File: src/rtl/core/cdq_pkg.sv
// Shared types and constants for the circular double-ended queue.
// Holds the request and response payload structs and the controller/datapath bundles.
// No dependencies.
package cdq_pkg;

   localparam int MAX_SLOTS_DEFAULT = 16;
   localparam int DATA_W            = 32;
   localparam int CAP_W             = 5;
   localparam logic [CAP_W-1:0] CAP_RESET = 5'd16;

   localparam logic [1:0] KIND_PUSH_FRONT = 2'd0;
   localparam logic [1:0] KIND_PUSH_REAR  = 2'd1;
   localparam logic [1:0] KIND_POP_FRONT  = 2'd2;
   localparam logic [1:0] KIND_POP_REAR   = 2'd3;

   localparam logic [1:0] STATUS_DONE  = 2'd0;
   localparam logic [1:0] STATUS_FULL  = 2'd1;
   localparam logic [1:0] STATUS_EMPTY = 2'd2;

   typedef struct packed {
      logic [1:0]               kind;
      logic signed [DATA_W-1:0] push_value;
   } req_type;

   typedef struct packed {
      logic [1:0]               status;
      logic signed [DATA_W-1:0] popped_value;
      logic [CAP_W-1:0]         occupancy;
   } rsp_type;

   typedef struct packed {
      logic capture;
      logic exec;
      logic load;
   } ctl_cmd_type;

   typedef struct packed {
      logic rsp_blocked;
   } dp_status_type;

endpackage

File: src/rtl/core/cdq_ctrl.sv
// Sequencing state machine for the circular double-ended queue.
// Drives the datapath commands and the request stall. Depends on cdq_pkg.
module cdq_ctrl (
   input  logic                  clock,
   input  logic                  reset,
   input  logic                  req_valid,
   output logic                  req_stall,
   input  cdq_pkg::dp_status_type dp_status,
   output cdq_pkg::ctl_cmd_type   cmd
);

   typedef enum logic [1:0] {
      ST_IDLE,
      ST_EXEC,
      ST_LOAD
   } state_type;

   state_type state_ff;
   logic      stall_ff;

   assign req_stall   = stall_ff;
   assign cmd.capture = req_valid && !stall_ff;
   assign cmd.exec    = (state_ff == ST_EXEC);
   assign cmd.load    = (state_ff == ST_LOAD) && !dp_status.rsp_blocked;

   always_ff @(posedge clock) begin
      if (reset) begin
         state_ff <= ST_IDLE;
         stall_ff <= 1'b0;
      end else begin
         unique case (state_ff)
            ST_IDLE: begin
               if (req_valid && !stall_ff) begin
                  state_ff <= ST_EXEC;
                  stall_ff <= 1'b1;
               end
            end
            ST_EXEC: begin
               state_ff <= ST_LOAD;
            end
            ST_LOAD: begin
               // Wait here while the previous response is still held.
               if (!dp_status.rsp_blocked) begin
                  state_ff <= ST_IDLE;
                  stall_ff <= 1'b0;
               end
            end
            default: begin
               state_ff <= ST_IDLE;
               stall_ff <= 1'b0;
            end
         endcase
      end
   end

endmodule

File: src/rtl/core/cdq_datapath.sv
// Datapath of the circular double-ended queue: slot memory, indices, count,
// capacity register and response register. Depends on cdq_pkg.
module cdq_datapath #(
   parameter int MAX_SLOTS = cdq_pkg::MAX_SLOTS_DEFAULT
) (
   input  logic                           clock,
   input  logic                           reset,
   input  cdq_pkg::req_type               req_data,
   input  logic                           csr_valid,
   input  logic [cdq_pkg::CAP_W-1:0]      csr_data,
   input  logic                           rsp_stall,
   output logic                           rsp_valid,
   output cdq_pkg::rsp_type               rsp_data,
   input  cdq_pkg::ctl_cmd_type           cmd,
   output cdq_pkg::dp_status_type         dp_status
);

   localparam int IDX_W = $clog2(MAX_SLOTS);
   localparam int CAP_W = cdq_pkg::CAP_W;
   localparam int CMP_W = (IDX_W > CAP_W) ? IDX_W : CAP_W;
   localparam logic [CAP_W-1:0] CAP_CLIP =
      (MAX_SLOTS > (2 ** CAP_W) - 1) ? CAP_W'((2 ** CAP_W) - 1) : CAP_W'(MAX_SLOTS);

   logic [cdq_pkg::DATA_W-1:0] mem [MAX_SLOTS];

   logic [CAP_W-1:0]           capacity_ff;
   logic [IDX_W-1:0]           head_ff, head_in;
   logic [IDX_W-1:0]           tail_ff, tail_in;
   logic [CAP_W-1:0]           count_ff, count_in;
   logic [1:0]                 kind_ff;
   logic [cdq_pkg::DATA_W-1:0] value_ff;
   logic [1:0]                 status_ff, status_in;
   logic                       pop_ok_ff, pop_ok_in;
   logic [cdq_pkg::DATA_W-1:0] rd_data_ff;
   logic                       out_valid_ff;
   cdq_pkg::rsp_type           rsp_ff;

   logic [CAP_W-1:0]           eff_cap;
   logic [CAP_W-1:0]           cap_m1;
   logic                       is_push, full, empty;
   logic                       mem_we;
   logic [IDX_W-1:0]           wr_addr, rd_addr;

   function automatic logic [IDX_W-1:0] idx_up(input logic [IDX_W-1:0] i,
                                               input logic [CAP_W-1:0] cm1);
      logic [IDX_W-1:0] r;
      if (CMP_W'(i) >= CMP_W'(cm1)) r = '0;
      else                          r = i + IDX_W'(1);
      return r;
   endfunction

   function automatic logic [IDX_W-1:0] idx_down(input logic [IDX_W-1:0] i,
                                                 input logic [CAP_W-1:0] cm1);
      logic [IDX_W-1:0] r;
      if (i == '0) r = IDX_W'(CMP_W'(cm1));
      else         r = i - IDX_W'(1);
      return r;
   endfunction

   // Zero acts as one, anything above the ring size acts as the ring size.
   always_comb begin
      priority if (capacity_ff == '0)      eff_cap = CAP_W'(1);
      else if (capacity_ff > CAP_CLIP)     eff_cap = CAP_CLIP;
      else                                 eff_cap = capacity_ff;
   end

   assign cap_m1  = eff_cap - CAP_W'(1);
   assign is_push = (kind_ff == cdq_pkg::KIND_PUSH_FRONT) ||
                    (kind_ff == cdq_pkg::KIND_PUSH_REAR);
   assign full    = (count_ff >= eff_cap);
   assign empty   = (count_ff == '0);
   assign rd_addr = (kind_ff == cdq_pkg::KIND_POP_FRONT) ? head_ff : tail_ff;

   always_comb begin
      head_in   = head_ff;
      tail_in   = tail_ff;
      count_in  = count_ff;
      status_in = cdq_pkg::STATUS_DONE;
      pop_ok_in = 1'b0;
      mem_we    = 1'b0;
      wr_addr   = '0;
      if (is_push) begin
         if (full) begin
            status_in = cdq_pkg::STATUS_FULL;
         end else begin
            mem_we   = 1'b1;
            count_in = count_ff + CAP_W'(1);
            if (empty) begin
               head_in = '0;
               tail_in = '0;
               wr_addr = '0;
            end else if (kind_ff == cdq_pkg::KIND_PUSH_FRONT) begin
               head_in = idx_down(head_ff, cap_m1);
               wr_addr = head_in;
            end else begin
               tail_in = idx_up(tail_ff, cap_m1);
               wr_addr = tail_in;
            end
         end
      end else begin
         if (empty) begin
            status_in = cdq_pkg::STATUS_EMPTY;
         end else begin
            pop_ok_in = 1'b1;
            count_in  = count_ff - CAP_W'(1);
            if (count_in == '0) begin
               head_in = '0;
               tail_in = '0;
            end else if (kind_ff == cdq_pkg::KIND_POP_FRONT) begin
               head_in = idx_up(head_ff, cap_m1);
            end else begin
               tail_in = idx_down(tail_ff, cap_m1);
            end
         end
      end
   end

   always_ff @(posedge clock) begin
      if (cmd.exec && mem_we) begin
         mem[wr_addr] <= value_ff;
      end
   end

   always_ff @(posedge clock) begin
      if (cmd.exec) begin
         rd_data_ff <= mem[rd_addr];
      end
   end

   always_ff @(posedge clock) begin
      if (cmd.capture) begin
         kind_ff  <= req_data.kind;
         value_ff <= req_data.push_value;
      end
      if (cmd.exec) begin
         status_ff <= status_in;
         pop_ok_ff <= pop_ok_in;
      end
      if (cmd.load) begin
         rsp_ff.status       <= status_ff;
         rsp_ff.popped_value <= pop_ok_ff ? rd_data_ff : '0;
         rsp_ff.occupancy    <= count_ff;
      end
   end

   always_ff @(posedge clock) begin
      if (reset) begin
         capacity_ff  <= cdq_pkg::CAP_RESET;
         head_ff      <= '0;
         tail_ff      <= '0;
         count_ff     <= '0;
         out_valid_ff <= 1'b0;
      end else begin
         if (csr_valid) begin
            capacity_ff <= csr_data;
         end
         if (cmd.exec) begin
            head_ff  <= head_in;
            tail_ff  <= tail_in;
            count_ff <= count_in;
         end
         if (cmd.load) begin
            out_valid_ff <= 1'b1;
         end else if (!rsp_stall) begin
            out_valid_ff <= 1'b0;
         end
      end
   end

   assign rsp_valid             = out_valid_ff;
   assign rsp_data              = rsp_ff;
   assign dp_status.rsp_blocked = out_valid_ff && rsp_stall;

endmodule

File: src/rtl/core/circular_double_ended_queue_top.sv
// Top level of the circular double-ended queue.
// Instantiates cdq_ctrl and cdq_datapath; depends on cdq_pkg.

// The queue holds up to capacity words of 32 bits in a ring of MAX_SLOTS
// slots and answers every request (push front, push rear, pop front, pop
// rear) with exactly one response carrying a status, the popped word (zero
// unless a pop succeeded) and the occupancy after the request. A request is
// captured at the edge that accepts it. In the next cycle the indices step
// and the slot memory is written or read through its write port and its
// registered read port; after that, once no earlier response is held, the
// response register is loaded and the response becomes valid. The next
// request is accepted on the cycle after the response register is loaded,
// so the queue takes no new request while one is in flight; a held
// response delays loading only when a second response is ready to be loaded.
// The capacity register is written through the csr port, which is always
// ready, and must only be written while no request is in flight. A capacity
// of zero behaves as one and a capacity above MAX_SLOTS behaves as MAX_SLOTS.
// Slots are not cleared at reset; the queue never returns the contents of a
// slot that it did not write first.
module circular_double_ended_queue_top #(
   parameter int MAX_SLOTS = cdq_pkg::MAX_SLOTS_DEFAULT
) (
   input  logic                      clock,
   input  logic                      reset,
   input  logic                      req_valid,
   output logic                      req_stall,
   input  cdq_pkg::req_type          req_data,
   output logic                      rsp_valid,
   input  logic                      rsp_stall,
   output cdq_pkg::rsp_type          rsp_data,
   input  logic                      csr_valid,
   output logic                      csr_ready,
   input  logic [cdq_pkg::CAP_W-1:0] csr_data
);

   cdq_pkg::ctl_cmd_type   cmd;
   cdq_pkg::dp_status_type dp_status;

   // Configuration writes complete in the cycle they are presented.
   assign csr_ready = 1'b1;

   cdq_ctrl u_ctrl (
      .clock     (clock),
      .reset     (reset),
      .req_valid (req_valid),
      .req_stall (req_stall),
      .dp_status (dp_status),
      .cmd       (cmd)
   );

   cdq_datapath #(
      .MAX_SLOTS (MAX_SLOTS)
   ) u_datapath (
      .clock     (clock),
      .reset     (reset),
      .req_data  (req_data),
      .csr_valid (csr_valid && csr_ready),
      .csr_data  (csr_data),
      .rsp_stall (rsp_stall),
      .rsp_valid (rsp_valid),
      .rsp_data  (rsp_data),
      .cmd       (cmd),
      .dp_status (dp_status)
   );

endmodule

File: config.mk
export PLATFORM = sky130hd
export DESIGN_NAME = circular_double_ended_queue_top
export DESIGN_NICKNAME = d
export VERILOG_FILES = /design/src/rtl/core/cdq_pkg.sv /design/src/rtl/core/cdq_ctrl.sv /design/src/rtl/core/cdq_datapath.sv /design/src/rtl/core/circular_double_ended_queue_top.sv
export SDC_FILE = /design/constraint.sdc
export NUM_CORES = 1
export LEC_CHECK = 0
export BUFFER_PORTS_ARGS = -buffer_cell sky130_fd_sc_hd__clkbuf_2
export CAP_MARGIN = 20
export CELL_PAD_IN_SITES_DETAIL_PLACEMENT = 1
export CELL_PAD_IN_SITES_GLOBAL_PLACEMENT = 2
export CORE_MARGIN = 4
export CORE_UTILIZATION = 51
export DETAILED_ROUTE_END_ITERATION = 8
export GPL_TIMING_DRIVEN = 0
export PLACE_DENSITY_LB_ADDON = 0.1
export SKIP_LAST_GASP = 1
export SLEW_MARGIN = 10
export SYNTH_ARGS = -nofsm -noshare
export SYNTH_HDL_FRONTEND = slang
export SYNTH_SLANG_ARGS = --single-unit
export TNS_END_PERCENT = 30
File: constraint.sdc
create_clock -name clock -period 9.7 [get_ports clock]
set_clock_uncertainty 0.1 [all_clocks]
set_input_delay 0 -clock clock [delete_from_list [all_inputs] [get_ports clock]]
set_output_delay 0 -clock clock [all_outputs]
set_load 0.03 [all_outputs]
==> qor.yml, run 1 <==
clock_network:
  holdBufCountCts: 76
  clk_path_buf_depth: 3
  clock_latency_ns: 0.60
  cts_setup_buffers: 0
  clkSinkCount: 642
  cts_tree: "yes"
  cts-buffers-inserted: 69
  path_clk_slew_ns: 0.06
  post_cts_resized: 0
  cts-root-buf: "clkbuf_16"
  cts_max_level: 3
floorplanning:
  die_x_um: 231
  ioPinCount: 86
  core_mm2: 0.0491
  die_h_um: 231
  num_rows: 81
  die-area_mm2: 0.0534
  start_util_pct: 51.8
power_and_ir_drop:
  p_per_area_mw_per_mm2: 199
  p_leak_nw: 10.4
  irDropWorstVdd_uv: 165
yosys:
  avgSynthCellArea_um2: 17.2
  synth_area_mm2: 0.0254
  ys.flop_type: "edfxtp_1"
  ys_types: 65
  yosysTopAreaCellShare_pct: 73.3
  synth_edf_count: 620
  synthCells: 1477
  ys_top_cells_by_count: "edfxtp_1 (620), nor2_1 (136), nand2_1 (87), mux2_2 (67), mux4_2 (64)"
  yosys.cell_count.top_type: "edfxtp_1"
  ys_ff_latch: 642
  yosys.area.top_type: "edfxtp_1"
  syn_nets: 1540
  async_flop_share_pct: 0
  yosysWarnings: 0
  synth_top_cells_by_area: "edfxtp_1 (73%), mux4_2 (5.7%), mux2_2 (3.0%)"
  ys_seq_area_share_pct: 75.0
route:
  routedWlPerCell_um: 27.1
  dr.pass1.iters: 5
  routed_wl_um: 66600
  drt_iter0_markers: 1404
  route.detailed.drc: 0
  vias: 14500
  viasPerCell: 5.89
  ant_nets: 0
timing:
  setup_violations: 0
  rsz0062_at_grt: "false"
  finalHoldViolCount: 0
  setup_slack_ns: 4.58
  layout_min_cycle_time_ns: 5.12
  fmaxAchievable_mhz: 195
  timing.hold.ws_ns: 0.0309
  fin_tns_setup_ns: 0
  worstMarginPinSlew_ns: 1.11
  relSlewSlack_pct: 25.0
  slew_viol_final: 0
  finalCritPeriodShare_pct: 52.8
placement:
  dp_worst_setup_slack_ns: 4.62
  gp_congestion: 0.844
  place_hpwl_um: 42100
  io_buffers: 83
  postPlaceCellArea_mm2: 0.0275
cells_and_area:
  layout-drive-gt1-share_pct: 22.2
  syn_to_final_growth_pct: 20.1
  diodes: 0
  fin_nets: 1802
  fin_area_mm2: 0.0305
  nFillCells: 4397
global_route:
  grt.overflow.total: 0
  grt_pass1_wl_um: 100000
  grt_pass1_vias: 15700
  grt_max_degree: 22
  antenna_found_initial: 1
  track_usage_pct: 25.6
critical_path:
  arrival_ns: 5.31
  cp.required_ns: 9.89
  start_kind: "flop"
  endpoint_kind: "flop"
  cp_max_fo: 13
  crit_type: "flop to flop"
outcome:
  status: "finished, final reports clean"
worst_hold_path:
  holdCritPathClass: "primary input to flop"
flow_run:
  max-cap-violations: 0
## kinds of logic (layout without fill, tap and decap cells)
| kind of cell | Yosys count | in the layout | synth area share (%) |
|---|---|---|---|
| xor+xnor | 7 | 7 | 0.241 |
| compound gates | 193 | 193 | 5.35 |
| flops | 642 | 642 | 75.0 |
| fa+ha+maj | 20 | 20 | 0.976 |
| other cells | 1 | 1 | 0.0148 |
| buf+inv | 94 | 409 | 1.56 |
| mux | 170 | 170 | 10.2 |
| simple gates | 350 | 350 | 6.63 |
## worst paths after layout
kind                                                             start                           endpoint  slack, ns  cells past startpoint
worst max-delay path            u_datapath.capacity_ff[4]$_SDFFE_PP1P_   u_datapath.mem[11][10]$_DFFE_PP_       4.58                     15
worst min-delay path                                      req_data[30]  u_datapath.value_ff[30]$_DFFE_PP_       0.03                      2
worst max register to register  u_datapath.capacity_ff[4]$_SDFFE_PP1P_   u_datapath.mem[11][10]$_DFFE_PP_       4.58                     15
worst min register to register   u_datapath.status_ff[1]$_SDFFCE_PN0P_  u_datapath.rsp_data[38]$_DFFE_PP_       0.32                      0
## critical path: stages (launching register included)
cell	delay, ns
dfxtp_1	0.43
clkinv_1	0.31
o21ai_1	0.47
ha_1	0.31
xnor2_1	0.24
inv_1	0.13
ha_1	0.31
a21oi_1	0.19
o21ai_0	0.16
o211a_1	0.26
buf_6	0.14
o22a_1	0.23
or4b_4	0.57
nor2_4	0.52
buf_16	0.23
buf_16	0.18
## metrics by stage
stage	total power, mW	utilization (%)	cells
floorplan	3.36	-	1477
global placement	3.48	54.3	2224
detailed placement	3.50	56.1	2256
CTS	6.12	62.2	2456
global route	6.29	62.2	2456
finish	6.06	62.2	2456
## metal layers
layer / global-route usage, % / share of wire, % / vias to the layer above
met5: 0 / 0 / -
met4: 6.13 / 2.0 / 0
met3: 4.46 / 5.8 / 100
met2: 42.5 / 50 / 465
met1: 35.8 / 43 / 7562
li1: - / - / 6346
## final cells by class
class	instances	area, um^2	share of cell area [%]
Inverter	18	67.6	0.222
Buffer	76	329	1.08
Clock buffer	91	1900	6.24
Clock inverter	33	330	1.08
Sequential cell	642	19100	62.5
Timing Repair Buffer	191	1900	6.24
Multi-Input combinational cell	741	6080	19.9
Tap cell	664	831	2.72
## sequential cells by signal, summed over array words and instances, names as in the netlist, 4 cells and up
| signal | flops |
|---|---|
| u_datapath.rd_data_ff | 32 |
| u_datapath.capacity_ff | 5 |
| u_datapath.tail_ff | 4 |
| u_datapath.mem | 512 |
| u_datapath.count_ff | 5 |
| u_datapath.rsp_data | 39 |
| u_datapath.head_ff | 4 |
| u_datapath.value_ff | 32 |
## cells in the final DEF (no fill, tap or decap), drive strengths merged, types with 32 or more instances in the layout
master	Yosys	layout
o22a	32	32
dlygate4sd3	0	76
mux4	64	64
mux2i	39	39
buf	36	68
clkbuf	40	214
and2	37	37
mux2	67	67
o2111ai	32	32
nor2	136	136
edfxtp	620	620
o21ai	54	54
nand2	87	87
## power breakdown
| part | internal (mW) | switching, mW |
|---|---|---|
| registers | 3.09 | 0.0485 |
| clock network | 1.54 | 1.05 |
| logic | 0.133 | 0.197 |
| total | 4.76 | 1.30 |
(Power assumes the default switching activity.)
==> run 2: changes to the inputs <==
--- a/config.mk
+++ b/config.mk
@@ -10,7 +10,7 @@
 export CELL_PAD_IN_SITES_DETAIL_PLACEMENT = 1
 export CELL_PAD_IN_SITES_GLOBAL_PLACEMENT = 2
 export CORE_MARGIN = 4
-export CORE_UTILIZATION = 51
+export CORE_UTILIZATION = 42
 export DETAILED_ROUTE_END_ITERATION = 8
 export GPL_TIMING_DRIVEN = 0
 export PLACE_DENSITY_LB_ADDON = 0.1
==> constraint.sdc (replaced) <==
create_clock -name clock -period 4.4 [get_ports clock]
set_clock_uncertainty 0.1 [all_clocks]
set_input_delay 0 -clock clock [delete_from_list [all_inputs] [get_ports clock]]
set_output_delay 0 -clock clock [all_outputs]
set_load 0.03 [all_outputs]
==> run 2 against run 1 <==
Sequential share of layout area shrank 0.96 points. Combinational power grew 130%. Sequential power grew 120%. Power rose by 120%. Design area grew 1.6%. Maximum frequency rose by 23%. Non-clock buffer count is 34 higher. Via count shrank 0.43%. Core utilization is 10 points lower. Largest cell class unchanged.
==> qor.yml, run 2 (same netlist as run 1, synthesis figures left out) <==
outcome:
  status: "finished, final reports clean"
clock_network:
  cts-buffers-inserted: 69
  clkSinkCount: 642
  cts_tree: "yes"
  cts_max_level: 3
  clk_path_buf_depth: 3
  path_clk_slew_ns: 0.06
  clock_latency_ns: 0.61
  cts-root-buf: "clkbuf_16"
floorplanning:
  die_h_um: 254
  ioPinCount: 86
  num_rows: 89
  die_x_um: 254
  die-area_mm2: 0.0645
  core_mm2: 0.0595
  start_util_pct: 42.7
cells_and_area:
  fin_util_pct: 52.1
  layout_common_cells: "edfxtp_1 (620), nor2_1 (121), nand2_1 (87)"
  ff_latch_area_mm2: 0.0191
  layout-drive-gt1-share_pct: 23.1
  fin_area_mm2: 0.0310
  largest_reg_flops: 512
  regMostFlops: "u_datapath.mem"
  multi_input_area_mm2: 0.00610
  diodes: 0
  final_common_cell: "edfxtp_1"
  fin_nets: 1836
  syn_to_final_growth_pct: 22.0
  nFillCells: 5562
route:
  vias: 14400
  drt_iter0_markers: 911
  routedWlPerCell_um: 26.0
  viasPerCell: 5.55
  dr.pass1.iters: 6
  routed_wl_um: 67500
  route.detailed.drc: 0
  ant_nets: 0
worst_hold_path:
  holdCritPathClass: "primary input to flop"
power_and_ir_drop:
  pwr-share-comb_pct: 5.7
  power_frac_seq_pct: 52.5
  clock_power_share_pct: 41.8
  swShare_pct: 21.8
  irDropWorstVdd_uv: 242
  internal-power_mw: 10.3
  p_leak_nw: 10.5
  switchingPower_mw: 2.87
  p_per_area_mw_per_mm2: 425
global_route:
  track_usage_pct: 21.1
  antenna_found_initial: 1
  grt_pass1_wl_um: 99900
  grt_pass1_vias: 15400
  grt_max_degree: 23
  grt.overflow.total: 0
timing:
  setup_slack_ns: 0.238
  fmaxAchievable_mhz: 240
  finalHoldViolCount: 0
  timing.hold.ws_ns: 0.0306
  worstMarginPinSlew_ns: 1.07
  finalCritPeriodShare_pct: 94.6
  setup_violations: 0
  relSlewSlack_pct: 28.1
  layout_min_cycle_time_ns: 4.16
  slew_viol_final: 0
critical_path:
  crit_buf_inv: 4
  endpoint_kind: "flop"
  cpPeakStageDelay_ns: 0.60
  crit_type: "flop to flop"
  critical-path-top-delay-family: "simple AND/OR/NAND/NOR gates"
  crit_slowest_cell: "or4b_4"
  arrival_ns: 4.36
  cp.required_ns: 4.60
  start_kind: "flop"
  cp_max_fo: 13
  cp_cell_sequence: "nor3_2 -> o21ai_2 -> ha_1 -> xnor2_2 -> inv_1 -> ha_1 -> a21oi_1 -> o21ai_1 -> o211a_1 -> buf_6 -> o22a_1 -> or4b_4 -> nor2_4 -> buf_16 -> buf_16"
placement:
  gp_congestion: 0.811
  dp_worst_setup_slack_ns: -0.700
  postPlaceCellArea_mm2: 0.0276
  place_hpwl_um: 42500
  io_buffers: 83
flow_run:
  max-cap-violations: 0
-- run 2: worst paths after layout --
path | from | to | slack, ns | cells past startpoint
worst max-delay path | u_datapath.capacity_ff[1]$_SDFFE_PP0P_ | u_datapath.mem[9][17]$_DFFE_PP_ | 0.24 | 15
worst max register to register | u_datapath.capacity_ff[1]$_SDFFE_PP0P_ | u_datapath.mem[9][17]$_DFFE_PP_ | 0.24 | 15
worst min register to register | u_datapath.status_ff[1]$_SDFFCE_PN0P_ | u_datapath.rsp_data[38]$_DFFE_PP_ | 0.33 | 0
worst min-delay path | req_data[8] | u_datapath.value_ff[8]$_DFFE_PP_ | 0.03 | 2
-- run 2: repair_timing --
item / 4_1_cts / 5_1_grt
hold endpoints to repair: 123 / 0
gates cloned: 0 / 0
hold buffers: 82 / 0
endpoints found under the setup margin: 505 / 379
setup buffers: 17 / 14
gates resized for setup: 4 / 4
pin swaps: 10 / 8
-- run 2: layout make-up --
cell class,count,area share [%]
buffer,76,1.06
clock buffer,93,6.20
clock inverter,29,0.662
inverter,18,0.226
multi-input combinational,741,19.7
sequential,642,61.5
tap,773,3.12
timing repair buffer,225,7.52
-- run 2: power by group through the flow --
| stage | combinational, mW | clock [mW] | sequential (mW) |
|---|---|---|---|
| 2_1_floorplan | 0.406 | 0 | 7.01 |
| 3_3_place_gp | 0.647 | 0 | 7.04 |
| 3_5_place_dp | 0.687 | 0 | 7.04 |
| 4_1_cts | 0.751 | 5.64 | 6.91 |
| 5_1_grt | 0.822 | 5.89 | 6.92 |
| 6_report | 0.752 | 5.50 | 6.91 |
-- run 2: routing by layer --
metal	share of wire, %	GRT usage [%]
met1	46	29.7
met3	3.8	3.00
met2	48	35.0
met4	2.2	5.44
met5	0	0
-- run 2: through the flow --
stage | total power [mW] | std cells | setup TNS (ns)
4_1_cts | 13.3 | 2583 | -3.67
5_1_grt | 13.6 | 2597 | -0.909
2_1_floorplan | 7.42 | 1477 | -74.09
6_report | 13.2 | 2597 | 0
3_3_place_gp | 7.68 | 2333 | -1354.01
3_5_place_dp | 7.73 | 2362 | -214.99
